$ cat src/hdl/level_stream_to_validity_and_records_unit_assert.svh
// Assertion macros for the level stream to validity and records unit.
`ifndef LEVEL_STREAM_TO_VALIDITY_AND_RECORDS_UNIT_ASSERT_SVH
`define LEVEL_STREAM_TO_VALIDITY_AND_RECORDS_UNIT_ASSERT_SVH

// Same-cycle implication, sampled on clk, off while rst_n is low.
`define LSVR_ASSERT_SAME(label, ante, cons) \
    label: assert property (@(posedge clk) disable iff (!rst_n) (ante) |-> (cons)) \
        else $error("lsvr: same-cycle check failed");

// Next-cycle implication, sampled on clk, off while rst_n is low.
`define LSVR_ASSERT_NEXT(label, ante, cons) \
    label: assert property (@(posedge clk) disable iff (!rst_n) (ante) |=> (cons)) \
        else $error("lsvr: next-cycle check failed");

`endif

$ cat src/hdl/lsvr_pkg.sv
// Shared constants, types and helpers for the level stream to validity unit.
package lsvr_pkg;

    localparam int BITMAP_BYTES  = 8192;
    localparam int COUNT_WIDTH   = 16;
    localparam int BITS_PER_BYTE = 8;
    localparam int LEVEL_W       = 8;
    localparam int BYTE_IDX_W    = $clog2(BITMAP_BYTES);
    localparam int BIT_POS_W     = $clog2(BITS_PER_BYTE);
    localparam int CFG_IDX_W     = 2;
    localparam int CFG_DATA_W    = 8;

    // Configuration register indexes
    localparam logic [CFG_IDX_W-1:0] CFG_MAX_DEF_LEVEL = CFG_IDX_W'(0);
    localparam logic [CFG_IDX_W-1:0] CFG_MAX_REP_LEVEL = CFG_IDX_W'(1);

    typedef logic [COUNT_WIDTH-1:0]   count_t;
    typedef logic [LEVEL_W-1:0]       level_t;
    typedef logic [BYTE_IDX_W-1:0]    byte_idx_t;
    typedef logic [BIT_POS_W-1:0]     bit_pos_t;
    typedef logic [BITS_PER_BYTE-1:0] bmap_byte_t;

    typedef struct packed {
        level_t def_level;
        level_t rep_level;
        logic   last_level;
    } level_item_t;

    typedef struct packed {
        logic       byte_out_valid;
        logic       byte_complete;
        bmap_byte_t validity_byte;
        byte_idx_t  byte_index;
        count_t     record_count;
        count_t     value_count;
        count_t     null_slot_count;
        count_t     slot_count;
        logic       record_start;
        logic       level_error;
    } result_item_t;

    typedef struct packed {
        level_t max_def_level;
        level_t max_rep_level;
    } cfg_t;

    // Saturating increment
    function automatic count_t sat_inc(count_t c, logic en);
        if (en && (c != '1))
            return c + COUNT_WIDTH'(1);
        return c;
    endfunction

endpackage

$ cat src/hdl/lsvr_if.sv
// Valid/ready channel interfaces for level items and result items.
interface lsvr_level_if
    import lsvr_pkg::*;
();
    logic        valid;
    logic        ready;
    level_item_t data;

    modport source (output valid, output data, input ready);
    modport sink   (input valid, input data, output ready);
endinterface

interface lsvr_result_if
    import lsvr_pkg::*;
();
    logic         valid;
    logic         ready;
    result_item_t data;

    modport source (output valid, output data, input ready);
    modport sink   (input valid, input data, output ready);
endinterface

$ cat src/hdl/lsvr_cfg.sv
// Configuration register file: maximum definition and repetition levels.
module lsvr_cfg
    import lsvr_pkg::*;
(
    input  logic                  clk,
    input  logic                  rst_n,
    input  logic                  wr_en,
    input  logic [CFG_IDX_W-1:0]  wr_index,
    input  logic [CFG_DATA_W-1:0] wr_data,
    output cfg_t                  cfg
);

    cfg_t cfg_reg;
    cfg_t cfg_next;

    // Register decode; unknown indexes are dropped
    always_comb
    begin
        cfg_next = cfg_reg;
        if (wr_en)
        begin
            unique case (wr_index)
                CFG_MAX_DEF_LEVEL: cfg_next.max_def_level = wr_data[LEVEL_W-1:0];
                CFG_MAX_REP_LEVEL: cfg_next.max_rep_level = wr_data[LEVEL_W-1:0];
                default:           cfg_next = cfg_reg;
            endcase
        end
    end

    always_ff @(posedge clk or negedge rst_n)
    begin
        if (!rst_n)
        begin
            cfg_reg.max_def_level <= LEVEL_W'(1);
            cfg_reg.max_rep_level <= '0;
        end
        else
        begin
            cfg_reg <= cfg_next;
        end
    end

    assign cfg = cfg_reg;

endmodule

$ cat src/hdl/lsvr_in_reg.sv
// Input register stage: holds one level item until the step logic takes it.
module lsvr_in_reg
    import lsvr_pkg::*;
(
    input  logic         clk,
    input  logic         rst_n,
    lsvr_level_if.sink   levels,
    input  logic         adv,
    output logic         item_valid,
    output level_item_t  item
);

    logic        valid_reg;
    logic        valid_next;
    level_item_t item_reg;

    // Free when empty or when the held item moves on this cycle
    assign levels.ready = !valid_reg || adv;

    always_comb
    begin
        valid_next = valid_reg;
        if (levels.ready)
            valid_next = levels.valid;
    end

    always_ff @(posedge clk or negedge rst_n)
    begin
        if (!rst_n)
            valid_reg <= 1'b0;
        else
            valid_reg <= valid_next;
    end

    // Payload, no reset
    always_ff @(posedge clk)
    begin
        if (levels.ready && levels.valid)
            item_reg <= levels.data;
    end

    assign item_valid = valid_reg;
    assign item       = item_reg;

endmodule

$ cat src/hdl/lsvr_step.sv
// Per-item step: bitmap packing, byte emit/flush and saturating batch counts.
module lsvr_step
    import lsvr_pkg::*;
(
    input  logic          clk,
    input  logic          rst_n,
    input  cfg_t          cfg,
    input  level_item_t   item,
    input  logic          adv,
    output result_item_t  res
);

    bmap_byte_t partial_reg, partial_next;
    bit_pos_t   bit_pos_reg, bit_pos_next;
    byte_idx_t  byte_pos_reg, byte_pos_next;
    count_t     records_reg, records_next;
    count_t     values_reg, values_next;
    count_t     nulls_reg, nulls_next;
    count_t     slots_reg, slots_next;
    logic       rec_start_reg, rec_start_next;

    logic       repeated;
    logic       is_max;
    logic       is_null;
    logic       write_bit;
    logic       level_err;
    logic       rec_inc;
    logic       byte_full;
    logic       flush;
    bmap_byte_t merged;
    bit_pos_t   bit_pos_after;
    count_t     records_inc, values_inc, nulls_inc, slots_inc;

    // Level classification
    always_comb
    begin
        repeated  = (cfg.max_rep_level != '0);
        is_max    = (item.def_level == cfg.max_def_level);
        if (repeated)
            is_null = (cfg.max_def_level != '0)
                   && (item.def_level == (cfg.max_def_level - LEVEL_W'(1)));
        else
            is_null = (item.def_level < cfg.max_def_level);
        write_bit = is_max || is_null;
        level_err = !repeated && (item.def_level > cfg.max_def_level);
        rec_inc   = !repeated || (item.rep_level == '0);
    end

    // Bit packing, LSB first
    always_comb
    begin
        merged        = partial_reg | (BITS_PER_BYTE'(is_max) << bit_pos_reg);
        byte_full     = write_bit && (bit_pos_reg == '1);
        bit_pos_after = byte_full ? '0 : bit_pos_reg + BIT_POS_W'(write_bit);
        flush         = item.last_level && !byte_full && (bit_pos_after != '0);
        partial_next  = byte_full ? '0 : merged;
        bit_pos_next  = bit_pos_after;
        if (byte_full)
            byte_pos_next = (byte_pos_reg == BYTE_IDX_W'(BITMAP_BYTES - 1))
                          ? '0 : byte_pos_reg + BYTE_IDX_W'(1);
        else
            byte_pos_next = byte_pos_reg;
        rec_start_next = repeated ? (item.rep_level == '0) : rec_start_reg;
    end

    // Batch counts; cleared after the last level is reported
    always_comb
    begin
        records_inc  = sat_inc(records_reg, rec_inc);
        values_inc   = sat_inc(values_reg, is_max);
        nulls_inc    = sat_inc(nulls_reg, is_null);
        slots_inc    = sat_inc(slots_reg, write_bit);
        records_next = item.last_level ? '0 : records_inc;
        values_next  = item.last_level ? '0 : values_inc;
        nulls_next   = item.last_level ? '0 : nulls_inc;
        slots_next   = item.last_level ? '0 : slots_inc;
    end

    // Result item
    always_comb
    begin
        res.byte_out_valid  = byte_full || flush;
        res.byte_complete   = byte_full;
        res.validity_byte   = (byte_full || flush) ? merged : '0;
        res.byte_index      = (byte_full || flush) ? byte_pos_reg : '0;
        res.record_count    = records_inc;
        res.value_count     = values_inc;
        res.null_slot_count = nulls_inc;
        res.slot_count      = slots_inc;
        res.record_start    = repeated && rec_start_next;
        res.level_error     = level_err;
    end

    always_ff @(posedge clk or negedge rst_n)
    begin
        if (!rst_n)
        begin
            partial_reg   <= '0;
            bit_pos_reg   <= '0;
            byte_pos_reg  <= '0;
            records_reg   <= '0;
            values_reg    <= '0;
            nulls_reg     <= '0;
            slots_reg     <= '0;
            rec_start_reg <= 1'b0;
        end
        else if (adv)
        begin
            partial_reg   <= partial_next;
            bit_pos_reg   <= bit_pos_next;
            byte_pos_reg  <= byte_pos_next;
            records_reg   <= records_next;
            values_reg    <= values_next;
            nulls_reg     <= nulls_next;
            slots_reg     <= slots_next;
            rec_start_reg <= rec_start_next;
        end
    end

endmodule

$ cat src/hdl/lsvr_out_reg.sv
// Output register stage: holds one result item until the sink takes it.
module lsvr_out_reg
    import lsvr_pkg::*;
(
    input  logic          clk,
    input  logic          rst_n,
    input  logic          load,
    input  result_item_t  res,
    output logic          can_load,
    lsvr_result_if.source results
);

    logic         valid_reg;
    logic         valid_next;
    result_item_t data_reg;

    // Room when empty or when the held item leaves this cycle
    assign can_load = !valid_reg || results.ready;

    always_comb
    begin
        valid_next = valid_reg;
        if (load)
            valid_next = 1'b1;
        else if (results.ready)
            valid_next = 1'b0;
    end

    always_ff @(posedge clk or negedge rst_n)
    begin
        if (!rst_n)
            valid_reg <= 1'b0;
        else
            valid_reg <= valid_next;
    end

    // Payload, no reset
    always_ff @(posedge clk)
    begin
        if (load)
            data_reg <= res;
    end

    assign results.valid = valid_reg;
    assign results.data  = data_reg;

endmodule

$ cat src/hdl/level_stream_to_validity_and_records_unit.sv
// An accepted item passes through two register stages, the input register and then the output register.
// Throughput: one item per cycle while the sink takes results, set by the combinational step between the two registers.
// The input register takes a new item while a finished result waits at the output, if it is itself empty.
// Reset (rst_n low, async): bitmap position, batch counts and valids clear;
// max_def_level returns to 1 and max_rep_level to 0.
module level_stream_to_validity_and_records_unit
    import lsvr_pkg::*;
(
    input  logic                  clk,
    input  logic                  rst_n,
    lsvr_level_if.sink            levels,
    lsvr_result_if.source         results,
    input  logic                  wr_en,
    input  logic [CFG_IDX_W-1:0]  wr_index,
    input  logic [CFG_DATA_W-1:0] wr_data
);

    `include "level_stream_to_validity_and_records_unit_assert.svh"

    cfg_t         cfg;
    logic         item_valid;
    level_item_t  item;
    logic         can_load;
    logic         adv;
    result_item_t res;

    // Held item moves into the output register when there is room
    assign adv = item_valid && can_load;

    lsvr_cfg u_cfg (
        .clk      (clk),
        .rst_n    (rst_n),
        .wr_en    (wr_en),
        .wr_index (wr_index),
        .wr_data  (wr_data),
        .cfg      (cfg)
    );

    lsvr_in_reg u_in_reg (
        .clk        (clk),
        .rst_n      (rst_n),
        .levels     (levels),
        .adv        (adv),
        .item_valid (item_valid),
        .item       (item)
    );

    lsvr_step u_step (
        .clk   (clk),
        .rst_n (rst_n),
        .cfg   (cfg),
        .item  (item),
        .adv   (adv),
        .res   (res)
    );

    lsvr_out_reg u_out_reg (
        .clk      (clk),
        .rst_n    (rst_n),
        .load     (adv),
        .res      (res),
        .can_load (can_load),
        .results  (results)
    );

    // Full pipe with a stalled sink takes no new item
    `LSVR_ASSERT_SAME(a_full_stall, item_valid && results.valid && !results.ready, !levels.ready)
    // An item that moves on is presented next cycle
    `LSVR_ASSERT_NEXT(a_adv_shows, adv, results.valid)
    // A partial flush never carries the top bit
    `LSVR_ASSERT_SAME(a_flush_partial, results.valid && results.data.byte_out_valid && !results.data.byte_complete, !results.data.validity_byte[BITS_PER_BYTE-1])
    // A filled byte means at least one slot was written this batch
    `LSVR_ASSERT_SAME(a_full_slots, results.valid && results.data.byte_complete, results.data.byte_out_valid && (results.data.slot_count != '0))

endmodule
$ cat src/flat_wrapper.sv
// flat-port wrapper written by rule: the top's interface ports become plain ports
module level_stream_to_validity_and_records_unit_flat import lsvr_pkg::*;
  (clk, rst_n, wr_en, wr_index, wr_data, levels_valid, levels_data, levels_ready, results_valid, results_data, results_ready);
  lsvr_level_if levels_i ();
  lsvr_result_if results_i ();
  input  logic clk;
  input  logic rst_n;
  input  logic wr_en;
  input  logic [CFG_IDX_W-1:0] wr_index;
  input  logic [CFG_DATA_W-1:0] wr_data;
  input wire logic [$bits(levels_i.valid)-1:0] levels_valid;
  input wire logic [$bits(levels_i.data)-1:0] levels_data;
  output wire logic [$bits(levels_i.ready)-1:0] levels_ready;
  output wire logic [$bits(results_i.valid)-1:0] results_valid;
  output wire logic [$bits(results_i.data)-1:0] results_data;
  input wire logic [$bits(results_i.ready)-1:0] results_ready;
  assign levels_i.valid = levels_valid;
  assign levels_i.data = levels_data;
  assign levels_ready = levels_i.ready;
  assign results_valid = results_i.valid;
  assign results_data = results_i.data;
  assign results_i.ready = results_ready;
  level_stream_to_validity_and_records_unit u_core (.clk(clk), .rst_n(rst_n), .levels(levels_i), .results(results_i), .wr_en(wr_en), .wr_index(wr_index), .wr_data(wr_data));
endmodule
$ cat config.mk
export PLATFORM = sky130hd
export DESIGN_NAME = level_stream_to_validity_and_records_unit_flat
export DESIGN_NICKNAME = d
export VERILOG_FILES = /design/src/hdl/lsvr_pkg.sv /design/src/hdl/lsvr_if.sv /design/src/hdl/lsvr_cfg.sv /design/src/hdl/lsvr_in_reg.sv /design/src/hdl/lsvr_step.sv /design/src/hdl/lsvr_out_reg.sv /design/src/hdl/level_stream_to_validity_and_records_unit.sv /design/src/flat_wrapper.sv
export VERILOG_INCLUDE_DIRS = /design/src /design/src/hdl
export SDC_FILE = /design/constraint.sdc
export NUM_CORES = 1
export LEC_CHECK = 0
export BUFFER_PORTS_ARGS = -buffer_cell sky130_fd_sc_hd__buf_4
export CORE_MARGIN = 3
export CORE_UTILIZATION = 53
export DETAILED_ROUTE_END_ITERATION = 16
export MAX_ROUTING_LAYER = met4
export PLACE_DENSITY = 0.76
export SETUP_SLACK_MARGIN = 0.4
export SLEW_MARGIN = 25
export SYNTH_ARGS = -nofsm -noshare
export SYNTH_HDL_FRONTEND = slang
export SYNTH_SLANG_ARGS = --single-unit
$ cat constraint.sdc
create_clock -name clk -period 3.97 [get_ports clk]
set_clock_uncertainty 0.1 [all_clocks]
set_input_delay 0.794 -clock clk [delete_from_list [all_inputs] [get_ports clk]]
set_output_delay 0.794 -clock clk [all_outputs]
set_load 0.01 [all_outputs]
==> flow_summary.ini, run 1 <==
[clocking]
cts_sinks = 212
clk_latency_ns = 0.52
clkTransAtPathRegs_ns = 0.06
cts_inserted_buffers = 24
htree_levels = 1
cts_tree = yes
ctsRootBufferMaster = clkbuf_16
clock_tree.buffer_depth = 3

[power]
swShare = 0.277
p_clk_frac = 0.365
p_int_w = 0.00424
ir_drop_mv = 0.305
p_seq_frac = 0.481
p_sw_w = 0.00162
p_leak_nw = 5.09
power_density_mw_per_mm2 = 471
p_total_w = 0.00587
power_frac_comb = 0.154

[worst_setup_path]
cp_data_required_time_ns = 4.13
path_cells = or4_4 -> or4_4 -> o211ai_2 -> a32oi_2 -> o21a_1 -> inv_2 -> ha_4 -> ha_4 -> o31ai_1 -> and2_4 -> inv_4 -> and2_1
r2r.worst_path.cells = 12
crit_slowest_cell = or4_4
critical_path_class = reg2reg
cp-start-kind = flip-flop
crit_arrival_ns = 3.60
worst_setup_path_end_kind = flip-flop
cpPeakStageDelay_ns = 0.56
crit_path_max_fanout = 13

[yosys]
synth_edf_count = 106
ys.flop_type = edfxtp_1
synth.net_count = 1009
synth_warnings = 0
synthAdderAreaFrac = 0.0204
synth.area.mux_share = 0.0168
synth.most_common_cell = edfxtp_1
yosysTopAreaCell = edfxtp_1
ys_top_cells_by_area = edfxtp_1, dfrtp_1, xnor2_1
ys_types = 64
synth-simple-area-share = 0.183
avgSynthCellArea_um2 = 10.8
synthesis.area_mm2 = 0.0104
synth_top_area_frac = 0.306
synth_top_family_by_area = simple AND/OR/NAND/NOR gates
seq_area_frac_synth = 0.561
synthTopCellsByCount = edfxtp_1, dfrtp_1, nand2_1, nor2_1, xnor2_1
synth_compound_area_frac = 0.123
async_flop_share = 0.500
synth-seq-cells = 212
post_synth_inst_count = 960
synthXorXnorAreaFrac = 0.0614

[floorplan]
core_mm2 = 0.0190
ios = 123
die_area_mm2 = 0.0214
num_rows = 50
initial_core_util = 0.547
die_x_um = 146
die_h_um = 146

[final_layout]
drive_above_1_share = 0.200
syn_to_final_growth_pct = 19.8
num-fill-cells = 1519
finalInstanceArea_mm2 = 0.0125
largest_reg_flops = 89
final_nets = 1131
post-route-util = 0.655
num_antenna_cells = 0

[sta]
period_needed_ns = 3.43
relSlewSlack = 0.284
hold_viol = 0
fmax_mhz = 291
maxSlewViolCount = 0
rsz0062_at_grt = no
worst_pin_slew_ns = 1.06
tns_ns = 0
period_share = 0.865
timing.hold.ws_ns = 0.324
setup_viol = 0

[placed_design]
post_dp_cell_area_mm2 = 0.0117
dp_hpwl_mm = 15.3
portBuffers = 122
place.gp.congestion = 0.893

[detailed_routing]
viasPerCell = 5.86
final_antenna_net_count = 0
drt_wl_total_mm = 23.3
drc_errors = 0
drt_iter0_markers = 708
vias = 7968
firstDrtPassIters = 7
avgRoutedWirePerCell_um = 17.1

[flow_run]
drv_cap = 0

[grt]
grt_max_degree = 113
grtUsageTotal = 0.222
grt_first_pass_wirelength_mm = 38.9
antenna_found_initial = 0
overflow = 0
grt_pass1_vias = 7715

[worst_hold_path]
hold_class = in2async

[run_status]
outcome = finished, final reports clean
-- final cells by class --
class | instances | area (um2) | share of cell area
clock buffers | 27 | 622 | 0.0499
flip-flops and latches | 212 | 5840 | 0.468
inverters | 45 | 174 | 0.0140
multi-input cells | 659 | 4270 | 0.343
well taps | 260 | 325 | 0.0261
repair buffers | 140 | 1080 | 0.0866
clock inverters | 17 | 151 | 0.0121
-- critical path: cells and delay by family, from the launching register on --
kind                     cells  cell delay (ns)
buffers and inverters        2             0.14
AND/OR/NAND/NOR              4             1.45
adder cells (fa/ha/maj)      2             0.32
flip-flops                   1             0.42
AO/OA/AOI/OAI                4             0.75
-- final timing paths --
check                                               start  slack, ns                           endpoint
setup / recovery                     u_core.u_cfg.cfg[13]       0.54  u_core.u_out_reg.results.data[68]
hold / removal                                      rst_n       0.32     u_core.u_out_reg.results.valid
setup reg to reg                     u_core.u_cfg.cfg[13]       0.54  u_core.u_out_reg.results.data[68]
hold reg to reg            u_core.u_step.byte_pos_reg[12]       0.38     u_core.u_step.byte_pos_reg[12]
max in group asynchronous                           rst_n       2.73         u_core.u_step.nulls_reg[0]
min in group clk                           levels_data[2]       0.35            u_core.u_in_reg.item[2]
-- kinds of logic after synthesis --
group / count (synthesis)
xor gates and xnor gates: 73
and+or+nand+nor: 367
DFF: 212
muxes: 15
adders and majority gates: 17
buffers and inverters: 89
AOI/OAI and AO/OA: 187
-- repair_timing --
item	4_1_cts	5_1_grt
endpoints found under the setup margin	0	21
resized for setup	0	6
endpoints found under the hold margin	0	0
hold buffers	0	0
setup buffers	0	1
-- cells in the final DEF (no fill, tap or decap), types with 9 or more instances in the layout --
cell       netlist  layout
nand4_1         23      23
nor4_1          13      13
inv_1           42      41
nor3_1          25      25
or3_1            9       9
o21ai_0         51      51
edfxtp_1       106     106
xnor2_1         52      52
ha_1            17      14
nor2_1          72      72
and3_1          26      26
xor2_1          21      21
buf_4            1     137
a21oi_1         31      31
mux2_2          12      12
and4_1           9       9
o31ai_1         19      19
o311ai_0        19      19
dfrtp_1        105     104
clkbuf_16        0      24
nand2_1         86      85
and2_1          27      26
nand3_1         38      38
a31oi_1         10      10
-- through the flow --
| step | instances | worst slack, ns |
|---|---|---|
| after global routing | 1360 | 0.400 |
| final | 1360 | 0.537 |
| after global placement | 1315 | 0.524 |
| after CTS | 1359 | 0.421 |
| after detailed placement | 1315 | 0.457 |
| after floorplan | 960 | 0.236 |
-- power groups by stage --
stage / Clock [W] / Sequential (W) / Combinational [W]
6_report: 0.00214 / 0.00282 / 0.000903
5_1_grt: 0.00229 / 0.00286 / 0.00100
4_1_cts: 0.00219 / 0.00282 / 0.000896
3_5_place_dp: 0 / 0.00286 / 0.000886
3_3_place_gp: 0 / 0.00285 / 0.000862
2_1_floorplan: 0 / 0.00282 / 0.000556
-- metal layers --
layer	track usage	part of all wire	vias up
met4	0.0602	0.021	0
met5	-	0	-
li1	-	-	3785
met3	0.0351	0.066	40
met2	0.345	0.47	297
met1	0.309	0.44	3846
Note: power is estimated with default switching activity, not from simulation.
==> inputs of run 2 (changes only) <==
==> constraint.sdc (replaced) <==
create_clock -name clk -period 3.97 [get_ports clk]
set_clock_uncertainty 0.1 [all_clocks]
set_input_delay 0.9925 -clock clk [delete_from_list [all_inputs] [get_ports clk]]
set_output_delay 0.9925 -clock clk [all_outputs]
set_load 0.01 [all_outputs]
==> flow_summary.ini, run 2 (synthesis gave the netlist of run 1 again) <==
[detailed_routing]
drc_errors = 0
viasPerCell = 5.82
vias = 7929
avgRoutedWirePerCell_um = 17.2
firstDrtPassIters = 6
drt_wl_total_mm = 23.5
drt_iter0_markers = 673
final_antenna_net_count = 0

[sta]
worst_pin_slew_ns = 0.892
rsz0062_at_grt = no
maxSlewViolCount = 0
tns_ns = 0
relSlewSlack = 0.401
period_needed_ns = 3.44
hold_viol = 0
fmax_mhz = 291
timing.hold.ws_ns = 0.396
setup_viol = 0
period_share = 0.866

[final_layout]
num_antenna_cells = 0
multi_input_area_mm2 = 0.00428
largest_reg_flops = 89
num-fill-cells = 1510
drive_above_1_share = 0.211
syn_to_final_growth_pct = 20.3
post-route-util = 0.658
seqCellArea_mm2 = 0.00584
final_cell_mix = buf_4, edfxtp_1, dfrtp_1, nand2_1, nor2_1
finalInstanceArea_mm2 = 0.0125
final_common_cell = buf_4
final_nets = 1135

[worst_setup_path]
rrSetupSlack_ns = 0.53
crit_end = u_core.u_out_reg.results.data[80]
cp_data_required_time_ns = 4.12
critical_path_class = reg2reg
cp-startpoint = u_core.u_cfg.cfg[8]
r2r_end = u_core.u_out_reg.results.data[80]
crit_path_max_fanout = 9
timing.rr.start = u_core.u_cfg.cfg[8]
r2r.worst_path.cells = 14
worst_setup_path_end_kind = flip-flop
cp-start-kind = flip-flop
crit_arrival_ns = 3.59

[power]
ir_drop_mv = 0.350
p_leak_nw = 5.12
power_density_mw_per_mm2 = 479

[floorplan]
die_x_um = 146
ios = 123
num_rows = 50
die_area_mm2 = 0.0214
die_h_um = 146
core_mm2 = 0.0190
initial_core_util = 0.547

[clocking]
cts_sinks = 212
ctsRootBufferMaster = clkbuf_16
clock_tree.buffer_depth = 3
clk_latency_ns = 0.51
cts_inserted_buffers = 23
htree_levels = 1
cts_tree = yes
clkTransAtPathRegs_ns = 0.06
cts_hold_buf = 0

[placed_design]
portBuffers = 122
dp_hpwl_mm = 15.5
place.gp.congestion = 0.894
post_dp_cell_area_mm2 = 0.0117

[worst_hold_path]
hold_class = reg2reg

[grt]
antenna_found_initial = 0
grt_pass1_vias = 7777
grt_first_pass_wirelength_mm = 39.2
grtUsageTotal = 0.225
grt_max_degree = 61
overflow = 0

[flow_run]
drv_cap = 0

[run_status]
outcome = finished, final reports clean
==> run 2: power by group <==
| group | internal [W] | switching, W |
|---|---|---|
| logic | 0.000400 | 0.000516 |
| registers | 0.00259 | 0.000235 |
| clock network | 0.00139 | 0.000873 |
==> run 2: repair_timing <==
item,4_1_cts,5_1_grt
endpoints found under the setup margin,0,22
buffers inserted,0,4
endpoints found under the hold margin,0,0
resized for setup,0,6
==> run 2: layout make-up <==
| class | instances | area share |
|---|---|---|
| clock buffer | 23 | 0.0460 |
| clock inverter | 18 | 0.0181 |
| inverter | 45 | 0.0139 |
| multi-input combinational | 659 | 0.342 |
| sequential | 212 | 0.466 |
| tap | 260 | 0.0260 |
| timing repair buffer | 145 | 0.0880 |
==> run 2: stage by stage <==
stage / instances / setup slack [ns] / total power (W)
after detailed placement: 1317 / 0.433 / 0.00374
after global routing: 1362 / 0.382 / 0.00627
after global placement: 1317 / 0.513 / 0.00371
after CTS: 1358 / 0.427 / 0.00603
after floorplan: 960 / 0.236 / 0.00338
final: 1362 / 0.531 / 0.00600
==> run 2: worst min-delay path by stage <==
stage                                   start                              to  slack (ns)  cells after the start
6_report        u_core.u_step.byte_pos_reg[6]   u_core.u_step.byte_pos_reg[6]        0.40                      1
5_1_grt        u_core.u_step.byte_pos_reg[11]  u_core.u_step.byte_pos_reg[11]        0.42                      1
4_1_cts         u_core.u_step.byte_pos_reg[8]   u_core.u_step.byte_pos_reg[8]        0.40                      1
3_5_place_dp    u_core.u_step.byte_pos_reg[8]   u_core.u_step.byte_pos_reg[8]        0.39                      1
3_3_place_gp    u_core.u_step.byte_pos_reg[6]   u_core.u_step.byte_pos_reg[6]        0.38                      1
2_1_floorplan   u_core.u_step.byte_pos_reg[8]   u_core.u_step.byte_pos_reg[8]        0.35                      1
==> run 2: metal layers <==
metal	up-vias	share of wire	GRT usage
li1	3795	-	-
met2	252	0.49	0.359
met4	0	0.015	0.0541
met1	3848	0.45	0.308
met5	-	0	-
met3	34	0.054	0.0345
==> run 2: worst max-delay path: stages, from the launching register on <==
cell       delay, ns
dfstp_2         0.54
inv_1           0.07
ha_1            0.32
xnor2_1         0.16
a211oi_2        0.25
o2111ai_2       0.19
or2_4           0.30
o21a_1          0.21
inv_2           0.08
ha_4            0.14
ha_4            0.19
o31ai_2         0.23
and2_4          0.19
buf_4           0.16
nor2_1          0.06
==> inputs of run 3 (changes only) <==
--- a/config.mk
+++ b/config.mk
@@ -6,7 +6,7 @@
 export SDC_FILE = /design/constraint.sdc
 export NUM_CORES = 1
 export LEC_CHECK = 0
-export BUFFER_PORTS_ARGS = -buffer_cell sky130_fd_sc_hd__buf_4
+export BUFFER_PORTS_ARGS = -buffer_cell sky130_fd_sc_hd__buf_2
 export CORE_MARGIN = 3
 export CORE_UTILIZATION = 53
 export DETAILED_ROUTE_END_ITERATION = 16
==> flow_summary.ini, run 3 (synthesis gave the netlist of run 1 again) <==
[final_layout]
largest_reg_flops = 89
syn_to_final_growth_pct = 17.1
num_antenna_cells = 0
final_common_cell = buf_2
final_cell_mix = buf_2, edfxtp_1, dfrtp_1, nand2_1, nor2_1
post-route-util = 0.641
num-fill-cells = 1519
final_cells = 1360
drive_above_1_share = 0.204
finalInstanceArea_mm2 = 0.0122
final_nets = 1133
seqCellArea_mm2 = 0.00584
multi_input_area_mm2 = 0.00428

[flow_run]
drv_cap = 0

[sta]
relSlewSlack = 0.321
setup_viol = 0
hold_viol = 0
maxSlewViolCount = 0
period_share = 0.871
tns_ns = 0
fmax_mhz = 289
rsz0062_at_grt = no
period_needed_ns = 3.46
worst_pin_slew_ns = 1.01

[run_status]
outcome = finished, final reports clean

[floorplan]
initial_core_util = 0.547
core_mm2 = 0.0190
num_rows = 50
die_h_um = 146
die_area_mm2 = 0.0214
ios = 123
die_x_um = 146

[clocking]
cts_tree = yes
cts_inserted_buffers = 23
htree_levels = 1
cts_hold_buf = 0
clock_tree.buffer_depth = 3
cts_sinks = 212
ctsRootBufferMaster = clkbuf_16
clkTransAtPathRegs_ns = 0.06
clk_latency_ns = 0.51

[placed_design]
post_dp_cell_area_mm2 = 0.0114
place.gp.congestion = 0.891
dp_hpwl_mm = 15.3
place_inst = 1317
portBuffers = 122

[grt]
antenna_found_initial = 0
grt_first_pass_wirelength_mm = 38.1
grtUsageTotal = 0.219
grt_pass1_vias = 7511
overflow = 0
grt_max_degree = 61

[worst_setup_path]
cp-start-kind = flip-flop
crit_slowest_cell = or4_4
worst_setup_path_end_kind = flip-flop
cp_data_required_time_ns = 4.12
cp.buffers_inverters = 2
path_cells = or4_4 -> or4_4 -> o211ai_2 -> a32oi_2 -> o21a_1 -> inv_2 -> ha_4 -> ha_4 -> o31ai_2 -> and2_4 -> buf_4 -> nor2_1
cpPeakStageDelay_ns = 0.54
critPathTopFamily = simple AND/OR/NAND/NOR gates
crit_arrival_ns = 3.61
critical_path_class = reg2reg
crit_path_max_fanout = 9

[power]
p_total_w = 0.00586
power_density_mw_per_mm2 = 481
ir_drop_mv = 0.426
p_leak_nw = 5.02

[detailed_routing]
drt_wl_total_mm = 22.9
final_antenna_net_count = 0
avgRoutedWirePerCell_um = 16.8
vias = 7837
drt_iter0_markers = 613
viasPerCell = 5.76
drc_errors = 0
firstDrtPassIters = 5

[worst_hold_path]
hold_class = reg2reg
==> run 3: cell count changes in the layout (fill, tap and decap cells not counted) <==
cell	before	now
buf_4	144	20
buf_2	0	121
clkbuf_1	0	4
clkinv_2	9	5
clkinvlp_4	3	0
clkbuf_8	0	2
clkinv_1	1	3
buf_12	1	2
bufinv_16	5	4
o311ai_0	18	19
o311ai_1	1	0
==> run 3: power breakdown <==
| group | total (W) | switching [W] | leakage (nW) | internal [W] |
|---|---|---|---|---|
| clock network | 0.00220 | 0.000838 | 0.386 | 0.00136 |
| logic | 0.000854 | 0.000511 | 2.19 | 0.000343 |
| registers | 0.00281 | 0.000226 | 2.45 | 0.00259 |
| total | 0.00586 | 0.00157 | 5.02 | 0.00429 |
==> run 3: through the flow <==
| stage | setup slack (ns) | hold slack (ns) |
|---|---|---|
| floorplan | 0.236 | 0.348 |
| global placement | 0.501 | 0.366 |
| detailed placement | 0.432 | 0.376 |
| CTS | 0.431 | 0.387 |
| global route | 0.396 | 0.400 |
| finish | 0.514 | 0.385 |
==> run 3: what timing repair did <==
item,CTS,global route
buffers inserted,0,2
endpoints found under the setup margin,0,22
gates resized for setup,0,6
==> run 3: routing by layer <==
layer  part of all wire  track usage  wire [um]
met5                  0            -          0
met4              0.028       0.0635        640
met3              0.067       0.0348       1530
met2               0.46        0.342      10600
met1               0.44        0.299      10100
==> run 3: area by class of cell <==
cell class,count,share of cell area
inverters,45,0.0143
repair buffers,143,0.0653
clock buffers,29,0.0507
multi-input cells,659,0.351
flip-flops and latches,212,0.479
clock inverters,12,0.0132
well taps,260,0.0267
==> run 3: final timing paths <==
check / to / startpoint / slack, ns / cells after the start
min: u_core.u_step.byte_pos_reg[12] / u_core.u_step.byte_pos_reg[12] / 0.39 / 1
max: u_core.u_out_reg.results.data[80] / u_core.u_cfg.cfg[11] / 0.51 / 12
max reg2reg: u_core.u_out_reg.results.data[80] / u_core.u_cfg.cfg[11] / 0.51 / 12
min reg2reg: u_core.u_step.byte_pos_reg[12] / u_core.u_step.byte_pos_reg[12] / 0.39 / 1
max in group asynchronous: u_core.u_step.slots_reg[7] / rst_n / 2.57 / 2
min in group asynchronous: u_core.u_in_reg.item_valid / rst_n / 0.46 / 1
